## config.mk

```make
export PLATFORM = sky130hd
export DESIGN_NAME = ubx_frame_parser
export DESIGN_NICKNAME = d
export VERILOG_FILES = /design/src/sv/ubx_fp_pkg.sv /design/src/sv/ubx_frame_parser.sv /design/src/sv/ubx_fp_core.sv /design/src/sv/ubx_fp_out_stage.sv
export SDC_FILE = /design/constraint.sdc
export NUM_CORES = 1
export LEC_CHECK = 0
export ABC_CLOCK_PERIOD_IN_PS = 4150
export BUFFER_PORTS_ARGS = -buffer_cell sky130_fd_sc_hd__buf_2
export CAP_MARGIN = 5
export CORE_UTILIZATION = 40
export DETAILED_ROUTE_END_ITERATION = 8
export HOLD_SLACK_MARGIN = 0.12
export PLACE_DENSITY = 0.6
export SLEW_MARGIN = 5
export SYNTH_ARGS = -nofsm -noshare
export SYNTH_HDL_FRONTEND = slang
export SYNTH_SLANG_ARGS = --single-unit
```

## constraint.sdc

```tcl
create_clock -name clk -period 4.15 [get_ports clk]
set_input_delay 0.2075 -clock clk [delete_from_list [all_inputs] [get_ports clk]]
set_output_delay 0.2075 -clock clk [all_outputs]
set_load 0.02 [all_outputs]
```

## src/sv/ubx_fp_pkg.sv

```systemverilog
// Shared types, constants and a helper function for the UBX frame parser.
package ubx_fp_pkg;

    localparam int MAX_PAYLOAD = 1024;
    localparam int CAP_W       = 11;
    localparam int POS_W       = 11;
    localparam int SKIP_W      = 17;
    localparam int IDX_W       = 10;

    localparam logic [7:0] SYNC_FIRST  = 8'hB5;
    localparam logic [7:0] SYNC_SECOND = 8'h62;

    localparam logic [1:0] ST_PROGRESS = 2'd0;
    localparam logic [1:0] ST_COMPLETE = 2'd1;
    localparam logic [1:0] ST_CKERR    = 2'd2;
    localparam logic [1:0] ST_OVERSIZE = 2'd3;

    typedef enum logic [3:0] {
        PH_SYNC1,
        PH_SYNC2,
        PH_CLASS,
        PH_ID,
        PH_LEN_LO,
        PH_LEN_HI,
        PH_PAYLOAD,
        PH_CK_A,
        PH_CK_B,
        PH_SKIP
    } phase_t;

    // Per-frame bookkeeping; cleared as a whole at sync and at frame end.
    typedef struct packed {
        logic [7:0]        held_class;
        logic [7:0]        held_id;
        logic [15:0]       held_length;
        logic [POS_W-1:0]  byte_position;
        logic [7:0]        sum_a;
        logic [7:0]        sum_b;
        logic [7:0]        got_sum_a;
        logic [SKIP_W-1:0] skip_count;
    } frame_t;

    typedef struct packed {
        logic [1:0]       status;
        logic [7:0]       msg_class;
        logic [7:0]       msg_id;
        logic [15:0]      frame_length;
        logic             payload_valid;
        logic [IDX_W-1:0] payload_offset;
        logic [7:0]       payload_data;
    } result_t;

    function automatic logic [CAP_W-1:0] clamp_capacity(input logic [CAP_W-1:0] v);
        logic [CAP_W-1:0] c;
        c = v;
        if (32'(v) > MAX_PAYLOAD)
        begin
            c = CAP_W'(MAX_PAYLOAD);
        end
        return c;
    endfunction

    localparam logic [CAP_W-1:0] CAP_RESET = clamp_capacity(CAP_W'(1024));

endpackage

```

## src/sv/ubx_frame_parser.sv

```systemverilog
// Top level of the UBX frame parser: input register, capacity register, core, result register.
//
//  Channel   Handshake              Carries
//  --------  ---------------------  ------------------------------------------------
//  input     in_valid / in_ready    rx_byte
//  output    out_valid / out_ready  status, msg_class, msg_id, frame_length,
//                                   payload_valid, payload_offset, payload_data
//  config    cfg_we                 cfg_wdata (capacity limit)
//
// One byte per clock is sustained while the output is not stalled: each request is registered in
// the input register, then the state machine update and the result are formed from it and captured
// in the result register.
// Reset puts the parser in the hunt for the first sync byte, capacity 1024.
// A stalled output holds the input register, and new requests are refused only while both
// the input register and the result register are full.
module ubx_frame_parser (
    input  logic                             clk,
    input  logic                             rst_n,
    input  logic                             in_valid,
    output logic                             in_ready,
    input  logic [7:0]                       rx_byte,
    output logic                             out_valid,
    input  logic                             out_ready,
    output logic [1:0]                       status,
    output logic [7:0]                       msg_class,
    output logic [7:0]                       msg_id,
    output logic [15:0]                      frame_length,
    output logic                             payload_valid,
    output logic [ubx_fp_pkg::IDX_W-1:0]     payload_offset,
    output logic [7:0]                       payload_data,
    input  logic                             cfg_we,
    input  logic [ubx_fp_pkg::CAP_W-1:0]     cfg_wdata
);
    import ubx_fp_pkg::*;

    logic             in_valid_reg, in_valid_next;
    logic [7:0]       in_byte_reg, in_byte_next;
    logic [CAP_W-1:0] cap_reg, cap_next;
    logic             step_en;
    logic             in_accept;
    result_t          core_result;
    result_t          out_result;

    // The held byte is processed whenever the result register can take its result.
    assign step_en   = in_valid_reg && (!out_valid || out_ready);
    assign in_ready  = !in_valid_reg || step_en;
    assign in_accept = in_valid && in_ready;

    always_comb
    begin
        in_valid_next = in_valid_reg;
        in_byte_next  = in_byte_reg;
        if (in_accept)
        begin
            in_valid_next = 1'b1;
            in_byte_next  = rx_byte;
        end
        else if (step_en)
        begin
            in_valid_next = 1'b0;
        end
        cap_next = cfg_we ? clamp_capacity(cfg_wdata) : cap_reg;
    end

    always_ff @(posedge clk or negedge rst_n)
    begin
        if (!rst_n)
        begin
            in_valid_reg <= 1'b0;
            cap_reg      <= CAP_RESET;
        end
        else
        begin
            in_valid_reg <= in_valid_next;
            cap_reg      <= cap_next;
        end
    end

    always_ff @(posedge clk)
    begin
        in_byte_reg <= in_byte_next;
    end

    ubx_fp_core u_core (
        .clk      (clk),
        .rst_n    (rst_n),
        .step_en  (step_en),
        .rx_byte  (in_byte_reg),
        .capacity (cap_reg),
        .result   (core_result)
    );

    ubx_fp_out_stage u_out (
        .clk        (clk),
        .rst_n      (rst_n),
        .load       (step_en),
        .result_in  (core_result),
        .out_valid  (out_valid),
        .out_ready  (out_ready),
        .result_out (out_result)
    );

    assign status         = out_result.status;
    assign msg_class      = out_result.msg_class;
    assign msg_id         = out_result.msg_id;
    assign frame_length   = out_result.frame_length;
    assign payload_valid  = out_result.payload_valid;
    assign payload_offset = out_result.payload_offset;
    assign payload_data   = out_result.payload_data;

    // An empty result register must never block a new request.
    a_ready_when_empty: assert property (@(posedge clk) disable iff (!rst_n)
        !out_valid |-> in_ready)
        else $error("input refused while result register empty");

    // Payload bytes are only ever reported while a frame is in progress.
    a_payload_in_progress: assert property (@(posedge clk) disable iff (!rst_n)
        (out_valid && payload_valid) |-> (status == ST_PROGRESS))
        else $error("payload byte reported with a final status");

    // Frame fields are zero unless the frame completed.
    a_fields_only_complete: assert property (@(posedge clk) disable iff (!rst_n)
        (out_valid && status != ST_COMPLETE) |->
        (msg_class == 8'd0 && msg_id == 8'd0 && frame_length == 16'd0))
        else $error("frame fields set without a complete frame");

    // A result is held until the consumer takes it.
    a_result_held: assert property (@(posedge clk) disable iff (!rst_n)
        (out_valid && !out_ready) |=> (out_valid && $stable(out_result)))
        else $error("stalled result changed");

endmodule

```

## src/sv/ubx_fp_core.sv

```systemverilog
// Parser state machine: frame state registers and the per-byte update logic.
module ubx_fp_core (
    input  logic                           clk,
    input  logic                           rst_n,
    input  logic                           step_en,
    input  logic [7:0]                     rx_byte,
    input  logic [ubx_fp_pkg::CAP_W-1:0]   capacity,
    output ubx_fp_pkg::result_t            result
);
    import ubx_fp_pkg::*;

    phase_t phase_reg, phase_next;
    frame_t frame_reg, frame_next;

    logic [7:0]        sum_a_upd;
    logic [7:0]        sum_b_upd;
    logic [15:0]       len_full;
    logic [POS_W-1:0]  pos_plus;
    logic [SKIP_W-1:0] skip_dec;

    // Fletcher-8 running sums with the current byte folded in.
    assign sum_a_upd = frame_reg.sum_a + rx_byte;
    assign sum_b_upd = frame_reg.sum_b + sum_a_upd;
    assign len_full  = {rx_byte, frame_reg.held_length[7:0]};
    assign pos_plus  = frame_reg.byte_position + POS_W'(1);
    assign skip_dec  = (frame_reg.skip_count != '0) ?
                       frame_reg.skip_count - SKIP_W'(1) : '0;

    // Next state.
    always_comb
    begin
        phase_next = phase_reg;
        frame_next = frame_reg;
        unique case (phase_reg)
            PH_SYNC1:
            begin
                if (rx_byte == SYNC_FIRST)
                begin
                    phase_next = PH_SYNC2;
                end
            end
            PH_SYNC2:
            begin
                if (rx_byte == SYNC_SECOND)
                begin
                    frame_next = '0;
                    phase_next = PH_CLASS;
                end
                else if (rx_byte != SYNC_FIRST)
                begin
                    phase_next = PH_SYNC1;
                end
            end
            PH_CLASS:
            begin
                frame_next.held_class = rx_byte;
                frame_next.sum_a      = sum_a_upd;
                frame_next.sum_b      = sum_b_upd;
                phase_next            = PH_ID;
            end
            PH_ID:
            begin
                frame_next.held_id = rx_byte;
                frame_next.sum_a   = sum_a_upd;
                frame_next.sum_b   = sum_b_upd;
                phase_next         = PH_LEN_LO;
            end
            PH_LEN_LO:
            begin
                frame_next.held_length = {8'd0, rx_byte};
                frame_next.sum_a       = sum_a_upd;
                frame_next.sum_b       = sum_b_upd;
                phase_next             = PH_LEN_HI;
            end
            PH_LEN_HI:
            begin
                frame_next.held_length = len_full;
                frame_next.sum_a       = sum_a_upd;
                frame_next.sum_b       = sum_b_upd;
                if (len_full > 16'(capacity))
                begin
                    frame_next.skip_count = {1'b0, len_full} + SKIP_W'(2);
                    phase_next            = PH_SKIP;
                end
                else if (len_full == 16'd0)
                begin
                    phase_next = PH_CK_A;
                end
                else
                begin
                    frame_next.byte_position = '0;
                    phase_next               = PH_PAYLOAD;
                end
            end
            PH_PAYLOAD:
            begin
                frame_next.sum_a         = sum_a_upd;
                frame_next.sum_b         = sum_b_upd;
                frame_next.byte_position = pos_plus;
                if (16'(pos_plus) >= frame_reg.held_length)
                begin
                    phase_next = PH_CK_A;
                end
            end
            PH_CK_A:
            begin
                frame_next.got_sum_a = rx_byte;
                phase_next           = PH_CK_B;
            end
            PH_CK_B:
            begin
                frame_next = '0;
                phase_next = PH_SYNC1;
            end
            PH_SKIP:
            begin
                frame_next.skip_count = skip_dec;
                if (skip_dec == '0)
                begin
                    frame_next = '0;
                    phase_next = PH_SYNC1;
                end
            end
            default:
            begin
                frame_next = '0;
                phase_next = PH_SYNC1;
            end
        endcase
    end

    // Result for the current byte.
    always_comb
    begin
        result = '0;
        unique case (phase_reg)
            PH_LEN_HI:
            begin
                if (len_full > 16'(capacity))
                begin
                    result.status = ST_OVERSIZE;
                end
            end
            PH_PAYLOAD:
            begin
                result.payload_valid  = 1'b1;
                result.payload_offset = frame_reg.byte_position[IDX_W-1:0];
                result.payload_data   = rx_byte;
            end
            PH_CK_B:
            begin
                if (frame_reg.got_sum_a == frame_reg.sum_a && rx_byte == frame_reg.sum_b)
                begin
                    result.status       = ST_COMPLETE;
                    result.msg_class    = frame_reg.held_class;
                    result.msg_id       = frame_reg.held_id;
                    result.frame_length = frame_reg.held_length;
                end
                else
                begin
                    result.status = ST_CKERR;
                end
            end
            default:
            begin
                result = '0;
            end
        endcase
    end

    always_ff @(posedge clk or negedge rst_n)
    begin
        if (!rst_n)
        begin
            phase_reg <= PH_SYNC1;
            frame_reg <= '0;
        end
        else if (step_en)
        begin
            phase_reg <= phase_next;
            frame_reg <= frame_next;
        end
    end

endmodule

```

## src/sv/ubx_fp_out_stage.sv

```systemverilog
// Result register with valid/ready handshake toward the consumer.
module ubx_fp_out_stage (
    input  logic                clk,
    input  logic                rst_n,
    input  logic                load,
    input  ubx_fp_pkg::result_t result_in,
    output logic                out_valid,
    input  logic                out_ready,
    output ubx_fp_pkg::result_t result_out
);
    import ubx_fp_pkg::*;

    logic    valid_reg, valid_next;
    result_t data_reg, data_next;

    always_comb
    begin
        valid_next = valid_reg;
        data_next  = data_reg;
        if (load)
        begin
            valid_next = 1'b1;
            data_next  = result_in;
        end
        else if (out_ready)
        begin
            valid_next = 1'b0;
        end
    end

    always_ff @(posedge clk or negedge rst_n)
    begin
        if (!rst_n)
        begin
            valid_reg <= 1'b0;
        end
        else
        begin
            valid_reg <= valid_next;
        end
    end

    always_ff @(posedge clk)
    begin
        data_reg <= data_next;
    end

    assign out_valid  = valid_reg;
    assign result_out = data_reg;

endmodule
```

==> Yosys cells after proc, flatten, opt, wreduce, memory -nomap -nowiden <==
Cells that the tools add are included.
{ "op_classes": {"addsub": 5, "n_reduce_logical": 31, "magnitude_cmp": 3, "bitwise": 8, "eq_ne": 22, "muxes": 30} }
{ "ops": {"columns": ["operator", "n"], "rows": [
  ["$mux 84", 2],
  ["$pmux 8 s4", 3],
  ["$pmux 16 s5", 1],
  ["$pmux 17 s4", 1],
  ["$pmux 16 s4", 1],
  ["$pmux 11 s5", 1],
  ["$pmux 4 s9", 1],
  ["$mux 17", 2],
  ["$mux 11", 3],
  ["$mux 4", 6],
  ["$reduce_and 4->1", 6],
  ["$reduce_or 6->1", 4],
  ["$mux 19", 1],
  ["$add 16x2->17 const B", 1],
  ["$logic_not 17->1", 1],
  ["$reduce_bool 17->1", 1],
  ["$sub 17x1->17 const B", 1],
  ["$add 8x8->8", 2],
  ["$eq 4x3->1 const B", 4],
  ["$eq 8x8->1", 2],
  ["$ge 11x16->1", 1],
  ["$gt 16x11->1", 1],
  ["$logic_not 16->1", 1],
  ["$reduce_or 5->1", 3],
  ["24 further kinds", 49]
]} }
{ "totals": {"output_inout_bits": 55, "reg_bits": 162, "input_bits": 24, "word_cells": 120} }

==> Longest topological paths before layout <==
Gate-level depths: netlist (run 1).
{ "logic_depth": {"word_depth": 6, "depth_mapped": 16, "mapped_depth_nobuf": 16} }

==> Modules after synthesis <==
A second synthesis (run 1) with hierarchy kept.
{ "unflattened": {"cells_unflattened": 902, "hier_area_um2": 9043.7} }
{ "by_module_without_submodules": {"columns": ["mod", "seq_area_each_um2", "cells_each", "instances", "area_each_um2"], "rows": [
  ["ubx_fp_core", 2202.1, 787, 1, 6638.9],
  ["ubx_fp_out_stage", 1616.6, 56, 1, 1627.8],
  ["ubx_frame_parser", 541.8, 59, 1, 777.0]
]} }

==> Worst setup path before layout (run 1) <==
No wires, ideal clock.
{ "synth_timing": {"path_type": "flip-flop to flip-flop", "from": "register u_core.frame_reg[0] (netlist bit)", "to": "register u_core.phase_reg[0]", "path_buffers": 1, "path_stages_with_launch": 11, "slack_ns": 0.939, "t_required_ns": 4.025, "period_less_slack_ns": 3.211, "t_arrival_ns": 3.087, "setup_ns": 0.125, "path_cell_list": "dfrtp_1 inv_1 ha_1 or3b_1 clkbuf_1 o32a_1 o32a_1 or4_4 o21ai_2 nor4b_4 mux2_2"} }
{ "synth_between": {"elab_chain_len": 5, "word_cells_on_any_way": 6, "cone_classes": "1 x add/sub; 1 x eq/ne; 1 x mux; 3 x reduce/logical"} }
{ "synth_rtl": {"columns": ["item", "line_no", "source"], "rows": [
  ["start: declaration", "ubx_fp_core.sv:13", "frame_t frame_reg, frame_next;"],
  ["start signal: assignment", "ubx_fp_core.sv:181", "frame_reg <= frame_next;"],
  ["$sub 17x1->17 / $reduce_bool 17->1 (equally long branches)", "ubx_fp_core.sv:27, ubx_fp_core.sv:26", null],
  ["$mux 17 *", "ubx_fp_core.sv:26", "assign skip_dec = (frame_reg.skip_count != '0) ?"],
  ["$logic_not 17->1 *", "ubx_fp_core.sv:118", "if (skip_dec == '0)"],
  ["$ne 2x1->1 (no source line) *", null, null],
  ["$reduce_and 5->1 (no source line) *", null, null],
  ["end signal: assignment", "ubx_fp_core.sv:180", "phase_reg <= phase_next;"],
  ["end: declaration", "ubx_fp_core.sv:12", "phase_t phase_reg, phase_next;"]
]} }
Every way passes the cells marked *; elsewhere a longest branch is shown, timed or not.
A chain may end at the register's enable or synchronous reset.

==> Final worst setup path (run 1) <==
{ "layout_timing": {"from": "register u_core.frame_reg[0] (netlist bit)", "to": "register u_core.frame_reg[32] (netlist bit)"} }
{ "layout_between": {"elab_chain_len": 5, "word_cells_on_any_way": 6, "cone_classes": "1 x add/sub; 1 x eq/ne; 1 x mux; 3 x reduce/logical"} }
{ "layout_rtl": {"columns": ["item", "line_no"], "rows": [
  ["$sub 17x1->17 / $reduce_bool 17->1 (equally long branches)", "ubx_fp_core.sv:27, ubx_fp_core.sv:26"],
  ["$mux 17 *", "ubx_fp_core.sv:26"],
  ["$logic_not 17->1 *", "ubx_fp_core.sv:118"],
  ["$ne 2x1->1 (no source line) *", null],
  ["$reduce_and 4->1 (no source line) *", null]
]} }
Marks and branches as above.

==> flow_metrics.env, run 1 <==
export IMPL_cts_setup_buffers=0
export IMPL_die_area_um2=22700
export IMPL_slew_limit_headroom=0.1684
export IMPL_hp_class="in -> reg"
export IMPL_synth_cells=845
export IMPL_start_kind="flop"
export IMPL_grt_setup_unrepaired="false"
export IMPL_path_class="reg -> reg"
export IMPL_peakVddDrop_mv=0.2950
export IMPL_wire_per_inst_um=17.59
export IMPL_setup_tns_ns=0
export IMPL_ctsResizeCount=0
export IMPL_endpoint="u_core.frame_reg[32]"
export IMPL_post_dp_hpwl_mm=14.57
export IMPL_swShare=0.2911
export IMPL_tightest_slew_ns=1.244
export IMPL_gr_usage_all_layers=0.2026
export IMPL_yosys_warnings=0
export IMPL_switchingPower_w=0.001210
export IMPL_clk_latency_ns=0.44
export IMPL_p_int_w=0.002945
export IMPL_p_seq_frac=0.438
export IMPL_die_h_um=150.7
export IMPL_slowest_stage="or4_4"
export IMPL_whs_ns=0.1698
export IMPL_synth_edf_count=61
export IMPL_fp_dieW_um=150.7
export IMPL_start_util=0.4064
export IMPL_fmax_ghz=0.2629
export IMPL_coreArea_um2=21760
export IMPL_syn2layout_area_growth_pct=17.46
export IMPL_p_per_area_nw_per_um2=400.1
export IMPL_synth_avg_cell_area_um2=10.46
export IMPL_power_leakage_nw=4.534
export IMPL_worstReg2RegEnd="u_core.frame_reg[32]"
export IMPL_report_final_setup_viol=0
export IMPL_grt_max_degree=60
export IMPL_finalHoldViolCount=0
export IMPL_io_pin_count=79
export IMPL_grt_pass1_vias=6637
export IMPL_crit_required_ns=4.48
export IMPL_synthFlopType="dfrtp_1"
export IMPL_antenna_cells=0
export IMPL_slew_violations=0
export IMPL_path_buf_inv=1
export IMPL_clock_path_buffers=2
export IMPL_fin_crit_sh=0.9164
export IMPL_dr_wl_met2_mm=10.03
export IMPL_path_depth=9
export IMPL_clock_sinks=162
export IMPL_finalClockSkew_ns=0.01191
export IMPL_cpPeakStageDelay_ns=0.53
export IMPL_multi_input_area_um2=4036
export IMPL_cts_tree="done"
export IMPL_largest_reg_flops=84
export IMPL_globalplace_congestion=0.8016
export IMPL_syn_nets=910
export IMPL_postRouteWirelength_mm=21.69
export IMPL_synthArstFlopShare=0.6235
export IMPL_drive_gt1_frac=0.1595
export IMPL_cp_common_cell="o32a_1"
export IMPL_antenna_found_initial=0
export IMPL_vias=6721
export IMPL_wl_met1_mm=10.29
export IMPL_period_minus_slack_ns=3.803
export IMPL_htree_levels=4
export IMPL_crit_path_end_kind="flop"
export IMPL_r2r_cells=9
export IMPL_hold_buffers=23
export IMPL_row_count=54
export IMPL_synth_cell_types=66
export IMPL_fillCellCount=2054
export IMPL_pwr_share_comb=0.170
export IMPL_grt_ovfl_total=0
export IMPL_first_pass_iters=5
export IMPL_grt_pass1_wl_mm=35.01
export IMPL_cp_cell_sequence="inv_1 -> ha_1 -> or3b_1 -> o32a_1 -> o32a_1 -> or4_4 -> o21ai_2 -> nand2_1 -> a211o_1"
export IMPL_drc=0
export IMPL_power_frac_clock=0.392
export IMPL_cts_buffers_inserted=17
export IMPL_met3_length_um=891
export IMPL_timing_rr_start="u_core.frame_reg[0]"
export IMPL_ant_nets=0
export IMPL_synth_seq_cells=162
export IMPL_io_buffers=78
export IMPL_arrival_ns=4.13
export IMPL_clockRootBuffer="clkbuf_16"
export IMPL_ff2ff_setup_slack_ns=0.35
export IMPL_syn_area_um2=8841
export IMPL_fin_nets=1005
export IMPL_status="complete, no violations"
export IMPL_drtIter0Drc=467
export IMPL_drt_vias_per_instance=5.451
export IMPL_path_max_fanout=16
export IMPL_path_clk_slew_ns=0.07
export IMPL_ys_seq_area_frac=0.4932
export IMPL_startpoint="u_core.frame_reg[0]"
export IMPL_seq_area_um2=4360
export IMPL_highest_layer="met4"
export IMPL_maxCapViolations=0
export IMPL_crit_family="simple AND/OR/NAND/NOR gates"
## layer usage
metal	vias up	GRT usage
li1	3268	-
met1	3258	0.2757
met2	159	0.3189
met3	36	0.04061
met4	0	0.07350
met5	-	0
## per-stage QoR
step | utilization | cell area (µm²) | setup WS, ns | std cells | total power [W]
finish | 0.4773 | 10390 | 0.3469 | 1233 | 0.004155
global route | 0.4773 | 10390 | 0.2099 | 1233 | 0.004325
CTS | 0.4773 | 10390 | 0.3302 | 1233 | 0.004176
detailed placement | 0.4393 | 9557 | 0.3269 | 1178 | 0.002542
global placement | 0.4393 | 9557 | 0.4278 | 1178 | 0.002531
floorplan | - | 8841 | 0.9385 | 845 | 0.002341
## worst min path at each step
stage | startpoint | endpoint | cells past startpoint
floorplan | rst_n | cap_reg[0] | 0
global placement | rst_n | cap_reg[4] | 1
detailed placement | rst_n | u_out.out_valid | 1
CTS | cfg_we | cap_reg[10] | 3
global route | cfg_we | cap_reg[7] | 2
finish | cfg_we | cap_reg[10] | 3
## Yosys cell counts (8+ instances only)
library cell  number  area [µm²]
o21ai_0           28       140.1
a22o_1            13       113.9
ha_1              39       488.0
nand2b_1          10       62.56
nor4_1            48       300.3
nor2_1            39       146.4
nand3_1           23       115.1
or3_1             10       62.56
or4_1              8       60.06
and3_1            13       81.33
edfxtp_1          61        1832
nand2_1           63       236.5
xnor2_1           33       289.0
nand3b_1           8       60.06
mux2i_1           44       440.4
nand4_1           16       100.1
a21oi_1           24       120.1
inv_1             69       259.0
dfrtp_1          100        2502
nor3_1            28       140.1
a221o_1            8       80.08
xor2_1            24       210.2
clkbuf_1          38       142.6
## final cells by class
class	instances	share of cell area
Sequential cell	162	0.4199
Multi-Input combinational cell	568	0.3887
Timing Repair Buffer	122	0.07518
Clock buffer	18	0.04133
Tap cell	280	0.03373
Inverter	69	0.02494
Clock inverter	14	0.01626
## layout by cell type, fill, tap and decap left out, types with 13 or more instances in the layout
cell type,n
dfrtp_1,100
buf_2,77
inv_1,68
nand2_1,63
edfxtp_1,61
nor4_1,48
mux2i_1,44
nor2_1,39
ha_1,39
xnor2_1,33
nor3_1,28
o21ai_0,28
xor2_1,24
a21oi_1,24
nand3_1,23
dlygate4sd3_1,23
buf_4,22
clkbuf_16,17
nand4_1,16
and3_1,13
a22o_1,13
## logic make-up after synthesis
| group | share of synthesized area |
|---|---|
| and+or+nand+nor | 0.1741 |
| DFF | 0.4932 |
| AOI/OAI and AO/OA | 0.1101 |
| buffers and inverters | 0.05024 |
| xor gates and xnor gates | 0.05647 |
| muxes | 0.05618 |
| adders and majority gates | 0.05972 |
## power by group through the flow
stage	Clock [W]	Sequential, W	Combinational (W)
after detailed placement	0	0.00185	0.000690
after CTS	0.00165	0.00182	0.000710
after global placement	0	0.00185	0.000681
after global routing	0.00171	0.00183	0.000781
final	0.00163	0.00182	0.000708
after floorplan	0	0.00186	0.000478
## worst reg2reg max path: cells and delay by family (launching register included)
family,cells,cell delay [ns]
compound gates,4,1.41
fa+ha+maj,1,0.21
buf+inv,1,0.09
flops,1,0.44
simple gates,3,1.55
Power figures use the tool's default switching activity.
==> inputs of run 2 (changes only) <==
CORE_ASPECT_RATIO = 2   (was not set)
==> flow_metrics.env, run 2 (synthesis gave the netlist of run 1 again) <==
export IMPL_status="complete, no violations"
export IMPL_setup_tns_ns=0
export IMPL_postRouteWirelength_mm=23.21
export IMPL_fin_area_um2=10390
export IMPL_tightest_slew_ns=1.142
export IMPL_clockRootBuffer="clkbuf_16"
export IMPL_finalClockSkew_ns=0.006958
export IMPL_gr_usage_all_layers=0.2168
export IMPL_fin_crit_sh=0.9239
export IMPL_finalHoldViolCount=0
export IMPL_cts_tree="done"
export IMPL_cp_common_cell="o32a_1"
export IMPL_io_pin_count=79
export IMPL_ant_nets=0
export IMPL_report_final_setup_viol=0
export IMPL_hp_class="in -> reg"
export IMPL_slew_limit_headroom=0.2329
export IMPL_clock_path_buffers=2
export IMPL_clk_latency_ns=0.44
export IMPL_power_w=0.004087
export IMPL_crit_family="simple AND/OR/NAND/NOR gates"
export IMPL_io_buffers=78
export IMPL_path_class="reg -> reg"
export IMPL_final_cells=1232
export IMPL_htree_levels=4
export IMPL_largest_reg_flops=84
export IMPL_cts_buffers_inserted=17
export IMPL_cp_cell_sequence="inv_1 -> ha_1 -> or3b_1 -> o32a_1 -> o32a_1 -> or4_4 -> o21ai_2 -> nand2_1 -> a211o_1"
export IMPL_start_kind="flop"
export IMPL_arrival_ns=4.16
export IMPL_globalplace_congestion=0.8689
export IMPL_crit_path_end_kind="flop"
export IMPL_dpl_cell_count=1177
export IMPL_syn2layout_area_growth_pct=17.56
export IMPL_wire_per_inst_um=18.84
export IMPL_slew_violations=0
export IMPL_period_minus_slack_ns=3.834
export IMPL_maxCapViolations=0
export IMPL_grt_pass1_vias=6963
export IMPL_clock_sinks=162
export IMPL_peakVddDrop_mv=0.2676
export IMPL_grt_max_degree=71
export IMPL_drt_vias_per_instance=5.597
export IMPL_drive_gt1_frac=0.1637
export IMPL_drc=0
export IMPL_path_max_fanout=16
export IMPL_grt_pass1_wl_mm=36.87
export IMPL_cpPeakStageDelay_ns=0.53
export IMPL_grt_ovfl_total=0
export IMPL_path_buf_inv=1
export IMPL_coreArea_um2=21590
export IMPL_crit_required_ns=4.48
export IMPL_die_area_um2=22740
export IMPL_first_pass_iters=5
export IMPL_row_count=76
export IMPL_antenna_found_initial=0
export IMPL_final_cell_mix="100 x dfrtp_1, 77 x buf_2, 68 x inv_1, 63 x nand2_1, 61 x edfxtp_1"
export IMPL_fin_util=0.4815
export IMPL_die_h_um=212.3
export IMPL_post_dp_cell_area_um2=9593
export IMPL_layout_commonest_cell="dfrtp_1"
export IMPL_path_clk_slew_ns=0.07
export IMPL_p_per_area_nw_per_um2=393.2
export IMPL_power_leakage_nw=4.552
export IMPL_fin_nets=1011
export IMPL_grt_setup_unrepaired="false"
export IMPL_fp_dieW_um=107.1
export IMPL_vias=6896
export IMPL_fmax_ghz=0.2608
export IMPL_start_util=0.4096
export IMPL_slowest_stage="or4_4"
export IMPL_antenna_cells=0
export IMPL_post_dp_hpwl_mm=16.78
export IMPL_drtIter0Drc=367
==> run 2: cell types whose count changed in the layout (fill, tap and decap cells not counted), sizes merged <==
cell and delta:
inv +1, bufinv -1, clkinvlp -1, clkinv +1, buf +6
==> run 2: power by group <==
group	total (W)	internal [W]	switching, W
combinational	0.000716	0.000291	0.000425
clock	0.00155	0.000846	0.000704
sequential	0.00182	0.00175	0.0000721
total	0.00409	0.00289	0.00120
==> run 2: timing repair <==
action / in CTS / in global routing
gates resized for setup: 0 / 0
hold endpoints to repair: 89 / 0
setup buffers: 0 / 0
setup endpoints to repair: 0 / 0
hold buffers: 23 / 0
==> run 2: worst reg2reg max path: cells and delay by family, from the launching register on <==
family	cells	cell delay [ns]
compound gates	4	1.43
flops	1	0.44
simple gates	3	1.57
buf+inv	1	0.08
fa+ha+maj	1	0.21
==> run 2: cell type report <==
class / instances / area, µm²
repair buffers: 128 / 825.8
well taps: 273 / 341.6
inverters: 69 / 259.0
flip-flops and latches: 162 / 4360
multi-input cells: 568 / 4036
clock inverters: 14 / 141.4
clock buffers: 18 / 429.2
fillers: 1998 / 11190
==> run 2: per-stage QoR <==
| step | worst slack [ns] | hold WS (ns) |
|---|---|---|
| 6_report | 0.3159 | 0.1450 |
| 5_1_grt | 0.1471 | 0.1736 |
| 4_1_cts | 0.3031 | 0.1341 |
| 3_5_place_dp | 0.3047 | 0.3864 |
| 3_3_place_gp | 0.3393 | 0.3857 |
| 2_1_floorplan | 0.9385 | -0.08809 |
==> run 2: path summary, 6_finish.rpt <==
check	from	to	slack, ns	depth (start not counted)
max	u_core.frame_reg[0]	u_core.frame_reg[32]	0.32	9
min	cfg_we	cap_reg[10]	0.15	3
max reg2reg	u_core.frame_reg[0]	u_core.frame_reg[32]	0.32	9
min reg2reg	in_valid_reg	u_out.out_valid	0.51	1
max in group asynchronous	rst_n	u_core.frame_reg[74]	2.64	3
min in group asynchronous	rst_n	in_valid_reg	0.47	2
==> run 2: metal layers <==
| metal | up-vias | part of all wire | global-route usage |
|---|---|---|---|
| li1 | 3281 | - | - |
| met1 | 3390 | 0.36 | 0.2226 |
| met2 | 163 | 0.56 | 0.4127 |
| met3 | 62 | 0.035 | 0.03372 |
| met4 | 0 | 0.043 | 0.1138 |
| met5 | - | 0 | 0 |
==> inputs of run 3 (changes only) <==
ABC_CLOCK_PERIOD_IN_PS = 3770   (was 4150)
clock period = 3.77 ns   (was 4.15 ns; I/O delays follow)
==> flow_metrics.env, run 3 (synthesis gave the netlist of run 1 again) <==
export IMPL_crit_required_ns=4.12
export IMPL_post_dp_hpwl_mm=16.77
export IMPL_fin_util=0.4874
export IMPL_maxCapViolations=0
export IMPL_hp_class="in -> reg"
export IMPL_gr_usage_all_layers=0.2197
export IMPL_clockRootBuffer="clkbuf_16"
export IMPL_period_minus_slack_ns=3.494
export IMPL_grt_setup_unrepaired="false"
export IMPL_ff2ff_setup_slack_ns=0.28
export IMPL_hold_depth=2
export IMPL_clock_sinks=162
export IMPL_row_count=76
export IMPL_post_place_ws_ns=0.3120
export IMPL_grt_ovfl_total=0
export IMPL_grt_max_degree=44
export IMPL_path_class="reg -> reg"
export IMPL_fmax_ghz=0.2862
export IMPL_cts_setup_buffers=0
export IMPL_p_per_area_nw_per_um2=431.2
export IMPL_globalplace_congestion=0.8624
export IMPL_first_pass_iters=4
export IMPL_clk_latency_ns=0.44
export IMPL_grt_pass1_wl_mm=37.51
export IMPL_drtIter0Drc=319
export IMPL_drive_gt1_frac=0.1699
export IMPL_drt_vias_per_instance=5.477
export IMPL_timing_rr_start="u_core.frame_reg[0]"
export IMPL_finalClockSkew_ns=0.01313
export IMPL_die_h_um=212.3
export IMPL_clock_path_buffers=2
export IMPL_peakVddDrop_mv=0.2832
export IMPL_cts_tree="done"
export IMPL_antenna_cells=0
export IMPL_drc=0
export IMPL_fin_nets=1023
export IMPL_largest_reg_flops=84
export IMPL_die_area_um2=22740
export IMPL_report_final_setup_viol=0
export IMPL_path_max_fanout=16
export IMPL_wl_met1_mm=8.577
export IMPL_path_clk_slew_ns=0.06
export IMPL_fillCellCount=1978
export IMPL_io_pin_count=79
export IMPL_htree_levels=4
export IMPL_final_cell_mix="100 x dfrtp_1, 77 x buf_2, 68 x inv_1, 63 x nand2_1, 61 x edfxtp_1"
export IMPL_wire_per_inst_um=18.72
export IMPL_startpoint="u_core.frame_reg[0]"
export IMPL_syn2layout_area_growth_pct=18.99
export IMPL_antenna_found_initial=0
export IMPL_fin_ws_ns=0.2759
export IMPL_crit_path_end_kind="flop"
export IMPL_finalHoldViolCount=0
export IMPL_holdPathEnd="cap_reg[1]"
export IMPL_arrival_ns=3.84
export IMPL_start_util=0.4096
export IMPL_grt_pass1_vias=7117
export IMPL_power_leakage_nw=4.610
export IMPL_vias=6814
export IMPL_start_kind="flop"
export IMPL_worstReg2RegEnd="u_core.frame_reg[43]"
export IMPL_slew_limit_headroom=0.2637
export IMPL_ant_nets=0
export IMPL_met3_length_um=614
export IMPL_power_w=0.004537
export IMPL_fin_crit_sh=0.9268
export IMPL_cts_buffers_inserted=17
export IMPL_postRouteWirelength_mm=23.29
export IMPL_status="complete, no violations"
export IMPL_io_buffers=78
export IMPL_highest_layer="met4"
export IMPL_tightest_slew_ns=1.096
export IMPL_hp_start="cfg_we"
export IMPL_layout_commonest_cell="dfrtp_1"
export IMPL_coreArea_um2=21590
export IMPL_setup_tns_ns=0
export IMPL_slew_violations=0
export IMPL_r2r_cells=11
export IMPL_dr_wl_met2_mm=12.89
export IMPL_fp_dieW_um=107.1
==> run 3: metal layers <==
metal  vias up  global-route usage
li1       3294                   -
met1      3293              0.2227
met2       148              0.4098
met3        79             0.03801
met4         0              0.1342
met5         -                   0
==> run 3: layout make-up <==
class                      instances  area, µm²  area share
clock buffer                      19      432.9     0.04115
clock inverter                    13      151.4     0.01439
inverter                          69      259.0     0.02462
multi-input combinational        568       4036      0.3837
sequential                       162       4360      0.4145
tap                              273      341.6     0.03247
timing repair buffer             140      938.4     0.08920
==> run 3: critical path, stage by stage, from the launching register on <==
cell	delay, ns
dfrtp_1	0.44
inv_1	0.08
ha_1	0.22
or3b_1	0.50
o32a_1	0.39
o32a_1	0.17
or4_4	0.53
o21ai_2	0.12
buf_4	0.24
and3_1	0.24
buf_4	0.23
mux2i_1	0.23
==> run 3: what timing repair did <==
| item | 4_1_cts | 5_1_grt |
|---|---|---|
| resized for setup | 0 | 0 |
| hold endpoints to repair | 61 | 0 |
| hold buffers | 27 | 0 |
==> run 3: power breakdown <==
part	switching (W)	leakage [nW]	internal (W)
Sequential	0.0000811	2.00	0.00192
Clock	0.000737	0.282	0.000989
Combinational	0.000470	2.33	0.000334
Total	0.00129	4.61	0.00325
==> run 3: worst max path at each step <==
stage / end / slack, ns / cells past startpoint
2_1_floorplan: u_core.phase_reg[0] / 0.56 / 10
3_3_place_gp: u_core.frame_reg[15] / 0.37 / 10
3_5_place_dp: u_core.frame_reg[43] / 0.31 / 11
4_1_cts: u_core.frame_reg[43] / 0.29 / 11
5_1_grt: u_core.frame_reg[15] / 0.12 / 10
6_report: u_core.frame_reg[43] / 0.28 / 11
==> run 3: through the flow <==
stage,hold WS (ns),cells,instance area (µm²)
global route,0.1734,1244,10520
floorplan,-0.1071,845,8841
global placement,0.2363,1185,9666
finish,0.1589,1244,10520
CTS,0.1449,1244,10520
detailed placement,0.2371,1185,9666
